<file path="src/rtl/ssp_pkg.sv">
`default_nettype none

package ssp_pkg;

	// input item kinds
	localparam logic [1:0] MODE_BYTE    = 2'd0;
	localparam logic [1:0] MODE_TIMEOUT = 2'd1;
	localparam logic [1:0] MODE_RESTART = 2'd2;

	// result status codes
	localparam logic [1:0] ST_OK      = 2'd0;
	localparam logic [1:0] ST_BAD     = 2'd1;
	localparam logic [1:0] ST_CHKSUM  = 2'd2;
	localparam logic [1:0] ST_TIMEOUT = 2'd3;

	// configuration register indexes
	localparam logic [1:0] REG_EXPECTED_ID   = 2'd0;
	localparam logic [1:0] REG_REQUEST_INSTR = 2'd1;
	localparam logic [1:0] REG_REQUEST_ADDR  = 2'd2;
	localparam logic [1:0] REG_READ_LENGTH   = 2'd3;

	// request instructions
	localparam logic [7:0] INST_PING  = 8'h01;
	localparam logic [7:0] INST_READ  = 8'h02;
	localparam logic [7:0] INST_WRITE = 8'h03;

	// first byte of an echoed request
	localparam logic [7:0] ECHO_PING  = 8'h02;
	localparam logic [7:0] ECHO_READ  = 8'h04;
	localparam logic [7:0] ECHO_WRITE = 8'h05;

	localparam logic [7:0] HDR_BYTE = 8'hFF;

	// echoed request prefix length
	localparam logic [5:0] ECHO_LEN = 6'd3;

	typedef struct packed {
		logic [7:0] expected_id;
		logic [7:0] request_instruction;
		logic [7:0] request_address;
		logic [7:0] read_length;
	} cfg_t;

	// one finished packet (or failure) handed from parser to emitter
	typedef struct packed {
		logic [1:0] status;
		logic [7:0] id;
		logic [7:0] err;
		logic [5:0] fill;
		logic [7:0] p0;
		logic [7:0] p1;
		logic [7:0] p2;
	} job_t;

	typedef struct packed {
		logic [1:0] result_status;
		logic [7:0] data_byte;
		logic [5:0] byte_index;
		logic       has_data;
		logic       last;
		logic [7:0] reply_id;
		logic [7:0] servo_error;
		logic [5:0] param_total;
		logic       id_mismatch;
		logic       count_mismatch;
	} result_t;

endpackage

`default_nettype wire

</file>
<file path="src/rtl/ssp_ram.sv">
`default_nettype none

module ssp_ram #(
	parameter int WIDTH = 8,
	parameter int DEPTH = 58
) (
	input  wire logic                     clk,
	input  wire logic                     we,
	input  wire logic [$clog2(DEPTH)-1:0] waddr,
	input  wire logic [WIDTH-1:0]         wdata,
	input  wire logic [$clog2(DEPTH)-1:0] raddr,
	output logic      [WIDTH-1:0]         rdata
);

	logic [WIDTH-1:0] mem_q [DEPTH];

	always_ff @(posedge clk) begin
		if (we) begin
			mem_q[waddr] <= wdata;
		end
		rdata <= mem_q[raddr];
	end

endmodule

`default_nettype wire

</file>
<file path="src/rtl/ssp_queue.sv">
`default_nettype none

module ssp_queue import ssp_pkg::*; (
	input  wire logic clk,
	input  wire logic arst_n,
	input  wire logic push,
	input  wire job_t push_job,
	output logic      full,
	input  wire logic pop,
	output job_t      pop_job,
	output logic      nonempty
);

	job_t       slot_q [2];
	logic       wr_ptr_q;
	logic       rd_ptr_q;
	logic [1:0] count_q;

	assign full     = (count_q == 2'd2);
	assign nonempty = (count_q != 2'd0);
	assign pop_job  = slot_q[rd_ptr_q];

	always_ff @(posedge clk) begin
		if (push) begin
			slot_q[wr_ptr_q] <= push_job;
		end
	end

	always_ff @(posedge clk or negedge arst_n) begin
		if (!arst_n) begin
			wr_ptr_q <= 1'b0;
			rd_ptr_q <= 1'b0;
			count_q  <= 2'd0;
		end else begin
			if (push) begin
				wr_ptr_q <= ~wr_ptr_q;
			end
			if (pop) begin
				rd_ptr_q <= ~rd_ptr_q;
			end
			case ({push, pop})
				2'b10:   count_q <= count_q + 2'd1;
				2'b01:   count_q <= count_q - 2'd1;
				default: count_q <= count_q;
			endcase
		end
	end

	a_no_push_full: assert property (@(posedge clk) disable iff (!arst_n)
		!(push && full && !pop)) else $error("job pushed into full queue");

	a_no_pop_empty: assert property (@(posedge clk) disable iff (!arst_n)
		pop |-> nonempty) else $error("job popped from empty queue");

endmodule

`default_nettype wire

</file>
<file path="src/rtl/ssp_front.sv">
`default_nettype none

module ssp_front import ssp_pkg::*; #(
	parameter int MAX_PACKET_LEN = 64
) (
	input  wire logic                              clk,
	input  wire logic                              arst_n,
	input  wire logic                              in_valid,
	output logic                                   in_ready,
	input  wire logic [1:0]                        mode,
	input  wire logic [7:0]                        rx_byte,
	input  wire logic                              busy,
	input  wire logic                              q_full,
	output logic                                   push,
	output job_t                                   job,
	output logic                                   ram_we,
	output logic [$clog2(MAX_PACKET_LEN-6)-1:0]    ram_waddr,
	output logic [7:0]                             ram_wdata
);

	localparam int         AW      = $clog2(MAX_PACKET_LEN - 6);
	localparam logic [7:0] LenMax  = 8'(MAX_PACKET_LEN - 4);
	localparam logic [6:0] HuntMax = 7'(MAX_PACKET_LEN);

	localparam logic [2:0] PH_HUNT  = 3'd0;
	localparam logic [2:0] PH_ID    = 3'd1;
	localparam logic [2:0] PH_LEN   = 3'd2;
	localparam logic [2:0] PH_ERR   = 3'd3;
	localparam logic [2:0] PH_PARAM = 3'd4;
	localparam logic [2:0] PH_CHK   = 3'd5;
	localparam logic [2:0] PH_DONE  = 3'd6;

	logic [2:0] phase_q, phase_d;
	logic       prev_hdr_q, prev_hdr_d;
	logic [6:0] bytes_seen_q, bytes_seen_d;
	logic [7:0] got_id_q, got_id_d;
	logic [7:0] got_len_q, got_len_d;
	logic [7:0] got_err_q, got_err_d;
	logic [7:0] sum_q, sum_d;
	logic [5:0] fill_q, fill_d;
	logic [7:0] p0_q, p1_q, p2_q;

	logic       accept;
	logic [7:0] sum_add;
	logic [6:0] bs_inc;
	logic [5:0] fill_inc;

	// hold parameter bytes back while the emitter still reads the store
	assign in_ready  = !q_full && !((phase_q == PH_PARAM) && busy);
	assign accept    = in_valid && in_ready;
	assign sum_add   = sum_q + rx_byte;
	assign bs_inc    = (bytes_seen_q < 7'd127) ? bytes_seen_q + 7'd1 : bytes_seen_q;
	assign fill_inc  = fill_q + 6'd1;
	assign ram_waddr = fill_q[AW-1:0];
	assign ram_wdata = rx_byte;

	always_comb begin
		phase_d      = phase_q;
		prev_hdr_d   = prev_hdr_q;
		bytes_seen_d = bytes_seen_q;
		got_id_d     = got_id_q;
		got_len_d    = got_len_q;
		got_err_d    = got_err_q;
		sum_d        = sum_q;
		fill_d       = fill_q;
		push         = 1'b0;
		ram_we       = 1'b0;
		job          = '0;
		job.id       = got_id_q;
		job.err      = got_err_q;
		job.fill     = fill_q;
		job.p0       = p0_q;
		job.p1       = p1_q;
		job.p2       = p2_q;
		if (accept) begin
			if (mode == MODE_RESTART) begin
				phase_d      = PH_HUNT;
				prev_hdr_d   = 1'b0;
				bytes_seen_d = 7'd0;
				got_id_d     = 8'd0;
				got_len_d    = 8'd0;
				got_err_d    = 8'd0;
				sum_d        = 8'd0;
				fill_d       = 6'd0;
			end else if (phase_q != PH_DONE && mode == MODE_TIMEOUT) begin
				push       = 1'b1;
				job        = '0;
				job.status = (phase_q == PH_HUNT && bytes_seen_q >= 7'd4) ? ST_BAD
				                                                          : ST_TIMEOUT;
				phase_d    = PH_DONE;
			end else if (phase_q != PH_DONE && mode == MODE_BYTE) begin
				unique case (phase_q)
					PH_HUNT: begin
						bytes_seen_d = bs_inc;
						if (prev_hdr_q && rx_byte == HDR_BYTE) begin
							prev_hdr_d = 1'b0;
							phase_d    = PH_ID;
						end else begin
							prev_hdr_d = (rx_byte == HDR_BYTE);
							if (bs_inc >= HuntMax) begin
								push       = 1'b1;
								job        = '0;
								job.status = ST_BAD;
								phase_d    = PH_DONE;
							end
						end
					end
					PH_ID: begin
						got_id_d = rx_byte;
						sum_d    = rx_byte;
						phase_d  = PH_LEN;
					end
					PH_LEN: begin
						if (rx_byte < 8'd2 || rx_byte > LenMax) begin
							push       = 1'b1;
							job        = '0;
							job.status = ST_BAD;
							phase_d    = PH_DONE;
						end else begin
							got_len_d = rx_byte;
							sum_d     = sum_add;
							phase_d   = PH_ERR;
						end
					end
					PH_ERR: begin
						got_err_d = rx_byte;
						sum_d     = sum_add;
						fill_d    = 6'd0;
						phase_d   = (got_len_q > 8'd2) ? PH_PARAM : PH_CHK;
					end
					PH_PARAM: begin
						ram_we = 1'b1;
						fill_d = fill_inc;
						sum_d  = sum_add;
						if ({2'b00, fill_inc} + 8'd2 >= got_len_q) begin
							phase_d = PH_CHK;
						end
					end
					PH_CHK: begin
						push       = 1'b1;
						job.status = (~sum_q != rx_byte) ? ST_CHKSUM : ST_OK;
						if (~sum_q != rx_byte) begin
							job = '0;
							job.status = ST_CHKSUM;
						end
						phase_d = PH_DONE;
					end
					default: begin
						phase_d = PH_DONE;
					end
				endcase
			end
		end
	end

	// keep the first three parameters for echo detection
	always_ff @(posedge clk) begin
		if (ram_we) begin
			if (fill_q == 6'd0) begin
				p0_q <= rx_byte;
			end
			if (fill_q == 6'd1) begin
				p1_q <= rx_byte;
			end
			if (fill_q == 6'd2) begin
				p2_q <= rx_byte;
			end
		end
	end

	always_ff @(posedge clk or negedge arst_n) begin
		if (!arst_n) begin
			phase_q      <= PH_HUNT;
			prev_hdr_q   <= 1'b0;
			bytes_seen_q <= 7'd0;
			got_id_q     <= 8'd0;
			got_len_q    <= 8'd0;
			got_err_q    <= 8'd0;
			sum_q        <= 8'd0;
			fill_q       <= 6'd0;
		end else begin
			phase_q      <= phase_d;
			prev_hdr_q   <= prev_hdr_d;
			bytes_seen_q <= bytes_seen_d;
			got_id_q     <= got_id_d;
			got_len_q    <= got_len_d;
			got_err_q    <= got_err_d;
			sum_q        <= sum_d;
			fill_q       <= fill_d;
		end
	end

	a_write_when_idle: assert property (@(posedge clk) disable iff (!arst_n)
		ram_we |-> !busy) else $error("store written while emitter reads it");

	a_push_then_done: assert property (@(posedge clk) disable iff (!arst_n)
		push |=> phase_q == PH_DONE) else $error("parser not finished after result");

endmodule

`default_nettype wire

</file>
<file path="src/rtl/ssp_back.sv">
`default_nettype none

module ssp_back import ssp_pkg::*; #(
	parameter int MAX_PACKET_LEN = 64
) (
	input  wire logic                           clk,
	input  wire logic                           arst_n,
	input  wire cfg_t                           cfg,
	input  wire logic                           job_valid,
	input  wire job_t                           job,
	output logic                                job_pop,
	output logic                                busy,
	output logic [$clog2(MAX_PACKET_LEN-6)-1:0] ram_raddr,
	input  wire logic [7:0]                     ram_rdata,
	output logic                                out_valid,
	input  wire logic                           out_ready,
	output result_t                             res
);

	localparam int AW = $clog2(MAX_PACKET_LEN - 6);

	localparam logic [1:0] B_IDLE   = 2'd0;
	localparam logic [1:0] B_DECIDE = 2'd1;
	localparam logic [1:0] B_READ   = 2'd2;
	localparam logic [1:0] B_LOAD   = 2'd3;

	logic [1:0] state_q, state_d;
	job_t       job_q;
	logic [5:0] count_q, idx_q;
	logic       off_q, cm_q, idm_q;
	logic       out_valid_q;
	result_t    res_q;

	logic       slot_free, load;
	result_t    load_val;
	logic       is_ping, is_read, is_write;
	logic       ping_echo, read_echo, write_echo;
	logic [5:0] eff_count;
	logic       eff_cm, eff_idm;
	logic [5:0] addr_full;
	logic       at_end;

	assign slot_free = !out_valid_q || out_ready;
	assign out_valid = out_valid_q;
	assign res       = res_q;
	assign busy      = (state_q != B_IDLE);
	assign job_pop   = (state_q == B_IDLE) && job_valid;
	assign addr_full = idx_q + (off_q ? ECHO_LEN : 6'd0);
	assign ram_raddr = addr_full[AW-1:0];
	assign at_end    = (idx_q + 6'd1 == count_q);

	// strip an echoed request prefix
	always_comb begin
		is_ping    = (cfg.request_instruction == INST_PING);
		is_read    = (cfg.request_instruction == INST_READ);
		is_write   = (cfg.request_instruction == INST_WRITE);
		ping_echo  = is_ping && job_q.fill == ECHO_LEN && job_q.p0 == ECHO_PING &&
		             job_q.p1 == INST_PING;
		read_echo  = is_read &&
		             {3'b000, job_q.fill} == {1'b0, cfg.read_length} + 9'd3 &&
		             job_q.p0 == ECHO_READ && job_q.p1 == INST_READ &&
		             job_q.p2 == cfg.request_address;
		write_echo = is_write && job_q.fill == ECHO_LEN && job_q.p0 == ECHO_WRITE &&
		             job_q.p1 == INST_WRITE && job_q.p2 == cfg.request_address;
		if (ping_echo || write_echo) begin
			eff_count = 6'd0;
		end else if (read_echo) begin
			eff_count = cfg.read_length[5:0];
		end else begin
			eff_count = job_q.fill;
		end
		eff_cm  = is_read && ({2'b00, eff_count} != cfg.read_length);
		eff_idm = (job_q.id != cfg.expected_id);
	end

	always_comb begin
		state_d  = state_q;
		load     = 1'b0;
		load_val = '0;
		unique case (state_q)
			B_IDLE: begin
				if (job_valid) begin
					state_d = B_DECIDE;
				end
			end
			B_DECIDE: begin
				if (job_q.status != ST_OK) begin
					load_val.result_status = job_q.status;
					load_val.last          = 1'b1;
					if (slot_free) begin
						load    = 1'b1;
						state_d = B_IDLE;
					end
				end else if (eff_count == 6'd0) begin
					load_val.result_status  = ST_OK;
					load_val.last           = 1'b1;
					load_val.reply_id       = job_q.id;
					load_val.servo_error    = job_q.err;
					load_val.id_mismatch    = eff_idm;
					load_val.count_mismatch = eff_cm;
					if (slot_free) begin
						load    = 1'b1;
						state_d = B_IDLE;
					end
				end else begin
					state_d = B_READ;
				end
			end
			B_READ: begin
				state_d = B_LOAD;
			end
			B_LOAD: begin
				load_val.result_status  = ST_OK;
				load_val.data_byte      = ram_rdata;
				load_val.byte_index     = idx_q;
				load_val.has_data       = 1'b1;
				load_val.last           = at_end;
				load_val.reply_id       = job_q.id;
				load_val.servo_error    = job_q.err;
				load_val.param_total    = count_q;
				load_val.id_mismatch    = idm_q;
				load_val.count_mismatch = cm_q;
				if (slot_free) begin
					load    = 1'b1;
					state_d = at_end ? B_IDLE : B_READ;
				end
			end
			default: begin
				state_d = B_IDLE;
			end
		endcase
	end

	always_ff @(posedge clk) begin
		if (job_pop) begin
			job_q <= job;
		end
		if (state_q == B_DECIDE) begin
			count_q <= eff_count;
			off_q   <= read_echo;
			cm_q    <= eff_cm;
			idm_q   <= eff_idm;
			idx_q   <= 6'd0;
		end else if (state_q == B_LOAD && load) begin
			idx_q <= idx_q + 6'd1;
		end
		if (load) begin
			res_q <= load_val;
		end
	end

	always_ff @(posedge clk or negedge arst_n) begin
		if (!arst_n) begin
			state_q     <= B_IDLE;
			out_valid_q <= 1'b0;
		end else begin
			state_q <= state_d;
			if (load) begin
				out_valid_q <= 1'b1;
			end else if (out_ready) begin
				out_valid_q <= 1'b0;
			end
		end
	end

	a_index_in_range: assert property (@(posedge clk) disable iff (!arst_n)
		out_valid && res.has_data |-> res.byte_index < res.param_total)
		else $error("byte index beyond parameter count");

	a_status_alone: assert property (@(posedge clk) disable iff (!arst_n)
		out_valid && res.result_status != ST_OK |-> res.last && !res.has_data)
		else $error("failure result not a single-beat run");

endmodule

`default_nettype wire

</file>
<file path="src/rtl/servo_status_packet_receiver.sv">
`default_nettype none

// Status-packet receiver for a half-duplex servo bus. Each input beat is a
// received byte, a timeout or a restart. The parser front end takes one beat
// per cycle while in_ready is high, hunts for the FF FF header, checks LEN and
// the checksum and writes the parameters into a store of MAX_PACKET_LEN-6
// bytes. A finished packet or failure goes through a two-entry queue to the
// emitter, which strips an echoed request prefix and sends the parameters as
// a run of results, each from one store read followed by one output load,
// or a single status result. Parameter bytes of the next packet are held off
// while the emitter still reads the store. After any result run the receiver
// ignores bytes and timeouts until a restart.
module servo_status_packet_receiver import ssp_pkg::*; #(
	parameter int MAX_PACKET_LEN = 64
) (
	input  wire logic       clk,
	input  wire logic       arst_n,
	input  wire logic       cfg_we,
	input  wire logic [1:0] cfg_index,
	input  wire logic [7:0] cfg_data,
	input  wire logic       in_valid,
	output logic            in_ready,
	input  wire logic [1:0] mode,
	input  wire logic [7:0] rx_byte,
	output logic            out_valid,
	input  wire logic       out_ready,
	output logic [1:0]      result_status,
	output logic [7:0]      data_byte,
	output logic [5:0]      byte_index,
	output logic            has_data,
	output logic            last,
	output logic [7:0]      reply_id,
	output logic [7:0]      servo_error,
	output logic [5:0]      param_total,
	output logic            id_mismatch,
	output logic            count_mismatch
);

	localparam int Depth = MAX_PACKET_LEN - 6;
	localparam int AW    = $clog2(Depth);

	cfg_t          cfg_q;
	job_t          push_job, pop_job;
	logic          push, pop, q_full, q_nonempty;
	logic          back_busy;
	logic          ram_we;
	logic [AW-1:0] ram_waddr, ram_raddr;
	logic [7:0]    ram_wdata, ram_rdata;
	result_t       res;

	always_ff @(posedge clk or negedge arst_n) begin
		if (!arst_n) begin
			cfg_q.expected_id         <= 8'd1;
			cfg_q.request_instruction <= INST_PING;
			cfg_q.request_address     <= 8'd0;
			cfg_q.read_length         <= 8'd0;
		end else if (cfg_we) begin
			unique case (cfg_index)
				REG_EXPECTED_ID:   cfg_q.expected_id         <= cfg_data;
				REG_REQUEST_INSTR: cfg_q.request_instruction <= cfg_data;
				REG_REQUEST_ADDR:  cfg_q.request_address     <= cfg_data;
				REG_READ_LENGTH:   cfg_q.read_length         <= cfg_data;
				default:           cfg_q                     <= cfg_q;
			endcase
		end
	end

	ssp_front #(
		.MAX_PACKET_LEN(MAX_PACKET_LEN)
	) u_front (
		.clk      (clk),
		.arst_n   (arst_n),
		.in_valid (in_valid),
		.in_ready (in_ready),
		.mode     (mode),
		.rx_byte  (rx_byte),
		.busy     (back_busy || q_nonempty),
		.q_full   (q_full),
		.push     (push),
		.job      (push_job),
		.ram_we   (ram_we),
		.ram_waddr(ram_waddr),
		.ram_wdata(ram_wdata)
	);

	ssp_queue u_queue (
		.clk     (clk),
		.arst_n  (arst_n),
		.push    (push),
		.push_job(push_job),
		.full    (q_full),
		.pop     (pop),
		.pop_job (pop_job),
		.nonempty(q_nonempty)
	);

	ssp_ram #(
		.WIDTH(8),
		.DEPTH(Depth)
	) u_param_ram (
		.clk  (clk),
		.we   (ram_we),
		.waddr(ram_waddr),
		.wdata(ram_wdata),
		.raddr(ram_raddr),
		.rdata(ram_rdata)
	);

	ssp_back #(
		.MAX_PACKET_LEN(MAX_PACKET_LEN)
	) u_back (
		.clk      (clk),
		.arst_n   (arst_n),
		.cfg      (cfg_q),
		.job_valid(q_nonempty),
		.job      (pop_job),
		.job_pop  (pop),
		.busy     (back_busy),
		.ram_raddr(ram_raddr),
		.ram_rdata(ram_rdata),
		.out_valid(out_valid),
		.out_ready(out_ready),
		.res      (res)
	);

	assign result_status  = res.result_status;
	assign data_byte      = res.data_byte;
	assign byte_index     = res.byte_index;
	assign has_data       = res.has_data;
	assign last           = res.last;
	assign reply_id       = res.reply_id;
	assign servo_error    = res.servo_error;
	assign param_total    = res.param_total;
	assign id_mismatch    = res.id_mismatch;
	assign count_mismatch = res.count_mismatch;

endmodule

`default_nettype wire

</file>
<file path="config.mk">
export PLATFORM = sky130hd
export DESIGN_NAME = servo_status_packet_receiver
export DESIGN_NICKNAME = d
export VERILOG_FILES = /design/src/rtl/ssp_pkg.sv /design/src/rtl/ssp_ram.sv /design/src/rtl/ssp_queue.sv /design/src/rtl/ssp_front.sv /design/src/rtl/ssp_back.sv /design/src/rtl/servo_status_packet_receiver.sv
export SDC_FILE = /design/constraint.sdc
export NUM_CORES = 1
export LEC_CHECK = 0
export BUFFER_PORTS_ARGS = -buffer_cell sky130_fd_sc_hd__clkbuf_2
export CAP_MARGIN = 10
export CORE_MARGIN = 4
export CORE_UTILIZATION = 55
export DETAILED_ROUTE_END_ITERATION = 16
export PLACE_DENSITY = 0.81
export SLEW_MARGIN = 20
export SYNTH_ARGS = -nofsm -noshare
export SYNTH_HDL_FRONTEND = slang
export SYNTH_SLANG_ARGS = --single-unit
</file>
<file path="constraint.sdc">
create_clock -name clk -period 9 [get_ports clk]
set_input_delay 0.45 -clock clk [delete_from_list [all_inputs] [get_ports clk]]
set_output_delay 0.45 -clock clk [all_outputs]
set_load 0.005 [all_outputs]
</file>
# Yosys cells after proc, flatten, opt, wreduce, memory -nomap -nowiden
# Memory sizes are Yosys's and may differ from the RTL's. A register that Yosys moved wholly into a read port is not among the register bits.
# Cells that the tools add are included.
# W data, S select, Z words.
# word_totals
ff_bits,169
ram_bits,560
output_inout_bits,44
word_cells,256
memories,2
# mem_list
memory,depth,word_bits,read_ports,rd_ports_with_merged_regs,write_ports,line_no,rtl
u_param_ram.mem_q,58,8,1,1,1,ssp_ram.sv:15,logic [WIDTH-1:0] mem_q [DEPTH];
u_queue.slot_q,2,48,1,1,1,ssp_queue.sv:14,job_t slot_q [2];
# op_classes
add_sub_neg,9
n_lt_le_gt_ge,7
n_eq_ne,43
muxes,93
bitwise,3
n_reduce_logical,64
# op_table
op,n
$mux W48,6
$pmux W48 S3,1
$mux W8,17
$mux W47,2
$eq A8 B2 Y1 const B,5
$mux W7,5
$pmux W17 S2,1
$mux W6,5
$mux W1,29
$pmux W8 S3,1
$logic_and A1 B1 Y1,21
$mux W3,7
$mux W2,10
$reduce_and A4 Y1,5
$reduce_bool A2 Y1,10
$reduce_and A2 Y1,9
$mux W17,1
$eq A8 B1 Y1 const B,2
$eq A8 B3 Y1 const B,2
$mux W16,1
$ne A8 B8 Y1,2
$pmux W3 S5,1
$eq A2 B2 Y1 const B,7
$add A6 B1 Y6 const B,2
other kinds (47),67

# Depth between registers and ports, before layout
# depth
depth_word,13
depth_mapped,14

# By module
# From an unflattened synthesis, not the netlist that was laid out.
# hier_totals
hier_cells,1914
hier_area_um2,32242.2
# modules_own_cells
mod,n_inst,cells_per_inst,area_per_inst_um2
ssp_ram,1,877,18347.6
ssp_back,1,348,4749.6
ssp_front,1,455,4227.8
ssp_queue,1,165,3696.0
servo_status_packet_receiver,1,69,1221.2

# Least setup slack after synthesis
# No wires, ideal clock.
# synth_timing
path_kind,in2reg
from,in rx_byte[4]
to,"mem u_queue.slot_q[0][0] (netlist name), enable pin"
arrival_time_ns,6.076
t_required_ns,8.428
path_slack_ns,2.352
path_stages,6
path_buffers,0
cell_sequence,or4_1 o22ai_1 o21ai_0 a21oi_1 o31ai_1 nor4_1
# synth_via
elab_chain_cells,10
word_cells_on_any_way,14
cone_classes,order compare (2); eq/ne (1); mux (9); reduce/logical (2)
# synth_rtl
item,line_no,rtl
from (decl),servo_status_packet_receiver.sv:24,"input wire logic [7:0] rx_byte,"
$lt A8 B2 Y1 (tied with other cells),ssp_front.sv:114,if (rx_byte < 8'd2 || rx_byte > LenMax) begin
$logic_or A1 B1 Y1 / $logic_and A1 B1 Y1 (equally long branches),"ssp_front.sv:114, ssp_front.sv:95",
"$mux W1, on equally long branches","ssp_front.sv:114, ssp_front.sv:95",
$pmux W1 S3 (*),ssp_front.sv:92,unique case (phase_q)
$mux W1 (*),ssp_front.sv:91,end else if (phase_q != PH_DONE && mode == MODE_BYTE) begin
$mux W1 (*),ssp_front.sv:85,end else if (phase_q != PH_DONE && mode == MODE_TIMEOUT) begin
$mux W1 (*),ssp_front.sv:76,if (mode == MODE_RESTART) begin
$mux W1 (*),ssp_front.sv:75,if (accept) begin
$mux W1 (*),ssp_queue.sv:24,if (push) begin
$mux W1 (not written as such) (*),ssp_queue.sv:25,slot_q[wr_ptr_q] <= push_job;
to (decl),ssp_queue.sv:14,
# Every way passes the cells marked *; elsewhere a longest branch is shown, timed or not.

# Final worst setup path
# layout_timing
from,reg u_back.off_q
to,reg u_param_ram.rdata[1] (read register of u_param_ram.mem_q)
# layout_via
elab_chain_cells,2
# layout_rtl
item,line_no,rtl
from (decl),ssp_back.sv:30,"logic off_q, cm_q, idm_q;"
from (signal assigned),ssp_back.sv:140,off_q <= read_echo;
$mux W2,ssp_back.sv:48,assign addr_full = idx_q + (off_q ? ECHO_LEN : 6'd0);
$add A6 B2 Y6,ssp_back.sv:48,
to (decl),ssp_ram.sv:12,output logic [WIDTH-1:0] rdata
# Every way passes these cells.
# A chain may end at the register's enable or synchronous reset.

==> results by group <==
Clocking
  • Clk Latency, worst-skew pair: 0.64 ns
  • Reg clk slew, reported paths: 0.06 ns
  • H-tree depth: 3
  • CTS resizes: 0
  • Hold Buf Count CTS: 1
  • Post-CTS Setup Inserts: 0
  • Clock Path Buffers: 3
  • CTS tree: done
  • TritonCTS sink count: 785
  • CTS Buf Count: 78
  • Root Driver: clkbuf_16

Synthesis
  • Synth unique cells: 76
  • Synth Cell Area: 32200 sq um
  • Count leader, synth: edfxtp_1
  • YS warnings: 0
  • Area leader, netlist: edfxtp_1
  • Asr flop ratio synth: 0.112
  • Post-synthesis cell count: 1852
  • Commonest cells in the netlist: edfxtp_1, mux4_2, nor2_1
  • Post-synth net total: 1905
  • EDFF count, synth: roughly 700
  • Synth top area cells: edfxtp_1, mux4_2, dfrtp_1
  • Most used DFF post-synth: edfxtp_1
  • Area share of the leading cell type in the synthesized netlist: 0.637
  • Seq/Total Area, Yosys: 0.714
  • Yosys reg bits: 785
  • Synthesized area per cell: 17.4 sq um

Timing
  • Final WS setup: 4.36 ns
  • Minimum clock period: 4.64 ns
  • Fin Setup TNS: 0 ns
  • Final Hold Fails: 0
  • RSZ-0062 raised after global routing: no
  • Worst-Margin Slew: 1.08 ns
  • Final setup violation count: 0
  • F_max: around 220 MHz
  • Period Utilization, post-route: 0.515
  • WHS: 0.153 ns
  • Slew HR: 0.279
  • Final Slew Violations: 0
  • Clock skew: 0.0421 ns

Placement
  • Pre-CTS setup slack: 4.43 ns
  • Port bufs: 68
  • DP Cell Count: 2621
  • GP Congestion: 0.869
  • Dpl hpwl: 45.4 mm
  • Placed Instance Area: approximately 33000 sq um

GRT
  • Vias in the first global route: ~18000
  • GRT Resource Usage Total: 0.247
  • Pin count of the biggest net entering global routing: 80
  • Initial antenna violation count: 1
  • First-pass GRT wire length: 116 mm
  • GRT overflow: 0

Worst setup path
  • Worst EP arrival: 5.10 ns
  • WP data required: about 9.5 ns
  • Setup crit start kind: flip-flop
  • Setup CP Type: reg2reg
  • Slowest CP cell: fa_4
  • CP Capture Type: flip-flop
  • Crit path largest cell delay: 1.20 ns
  • Delay-heaviest family, CP: adder cells
  • Worst-path fanout max: 72
  • WP buf/inv: 1
  • Worst path cell trace: ha_4, fa_4, buf_4, mux4_2, mux4_2, a211oi_1, a21oi_1
  • Most frequent CP cell: mux4_2

Run
  • Max Cap Viol: 0

Detailed routing
  • DR vias/cell: 6.46
  • Overall routed net length: 76.9 mm
  • DR iter-0 viols: 2383
  • Drt first pass iters: 5
  • Routed wirelength normalized by instance count: 27.8 um
  • Routed Antenna Nets: 0
  • Number of remaining DRC errors: 0
  • DR vias: 17900

Power and ir drop
  • Maximum VDD drop: between 0.3 and 0.4 mV
  • Final Power: 11.4 mW
  • Leak: 12.1 nW
  • Pwr dens: 315 nW/um^2

Die
  • Row Count: 88
  • Die Span Y: 250 um
  • Die Area: 62500 sq um
  • Initial core utilization: 0.557
  • Ports: 69
  • Core area: 57800 sq um
  • Die Span X: between 200 and 250 um

Finish
  • Share of post-route cells with drive strength above 1: 0.235
  • Number of fill cells in the layout: 3750
  • Fin util: 0.624
  • Non-filler cells, final: 2768
  • Nets: 1990
  • Reg area: 23000 sq um
  • Multi-input combinational cell area: 8820 sq um
  • Design area: around 36000 sq um
  • Diodes inserted: 0
  • Area delta synth->final: 12.0%

Hold path
  • Hold Path Class: in2reg

Outcome
  • Status: finished, final reports clean
-- registers in the layout, indices dropped and copies added, names as in the netlist, 7 cells and up --
register,flops
u_front.got_len_q,8
u_param_ram.mem_q,464
u_back.job_q,48
u_back.res,42
u_front.p2_q,8
u_front.got_id_q,8
u_front.got_err_q,8
u_front.p1_q,8
u_front.sum_q,8
u_front.p0_q,8
cfg_q,32
u_queue.slot_q,96
u_front.bytes_seen_q,7
u_param_ram.rdata,8
-- logic make-up (layout without fill, tap and decap cells) --
logic type               Yosys count  after routing  share of synthesized area
AO/OA/AOI/OAI                    192            192                     0.0408
XOR/XNOR                          54             54                     0.0147
multiplexers                     254            254                      0.136
flip-flops                       785            785                      0.714
adder cells (fa/ha/maj)           28             28                     0.0113
AND/OR/NAND/NOR                  418            418                     0.0686
buffers and inverters            121            272                     0.0145
-- cells in the final DEF, fill, tap and decap left out, drive strengths merged, types with 8 or more instances in the layout --
cell,synthesis,layout
a211oi,17,17
a21boi,19,19
a21oi,32,32
a22oi,9,9
a311oi,9,9
and2,60,60
and3,26,26
buf,23,26
bufinv,0,8
clkbuf,66,174
clkinv,1,30
dfrtp,86,86
dfxtp,14,14
edfxtp,683,683
ha,26,26
inv,31,33
mux2,98,98
mux2i,20,20
mux4,136,136
nand2,79,79
nand3,27,27
nand4,16,16
nor2,100,100
nor2b,21,21
nor3,22,22
nor4,20,20
o21ai,47,47
o31ai,12,12
or3,10,10
xnor2,29,29
xor2,25,25
-- metal layers --
layer  part of all wire  GRT usage  up-vias
met5                  0          0        -
met4              0.044      0.103        0
met3              0.094     0.0495      210
met2               0.50      0.405     1178
met1               0.36      0.328     9033
li1                   -          -     7470
-- final timing paths --
path,from,endpoint,slack [ns],depth (start not counted)
setup / recovery,u_back.off_q,u_param_ram.rdata[1],4.36,7
hold / removal,cfg_data[0],cfg_q[8],0.15,2
setup reg to reg,u_back.off_q,u_param_ram.rdata[1],4.36,7
hold reg to reg,u_front.sum_q[5],u_front.sum_q[5],0.49,2
max in group asynchronous,arst_n,u_front.got_len_q[1],7.79,3
min in group asynchronous,arst_n,cfg_q[14],0.19,2
-- area by class of cell --
class | instances | area share
Sequential cell | 785 | 0.638
Multi-Input combinational cell | 946 | 0.245
Clock buffer | 107 | 0.0603
Tap cell | 765 | 0.0265
Timing Repair Buffer | 94 | 0.0151
Clock inverter | 39 | 0.0124
Inverter | 32 | 0.00333
-- power breakdown --
group          switching (mW)  total, mW  internal, mW
registers               0.305       4.74          4.43
clock network            1.39       3.33          1.94
logic                    1.75       3.30          1.55
total                    3.44       11.4          7.91
Power figures use the tool's default switching activity.
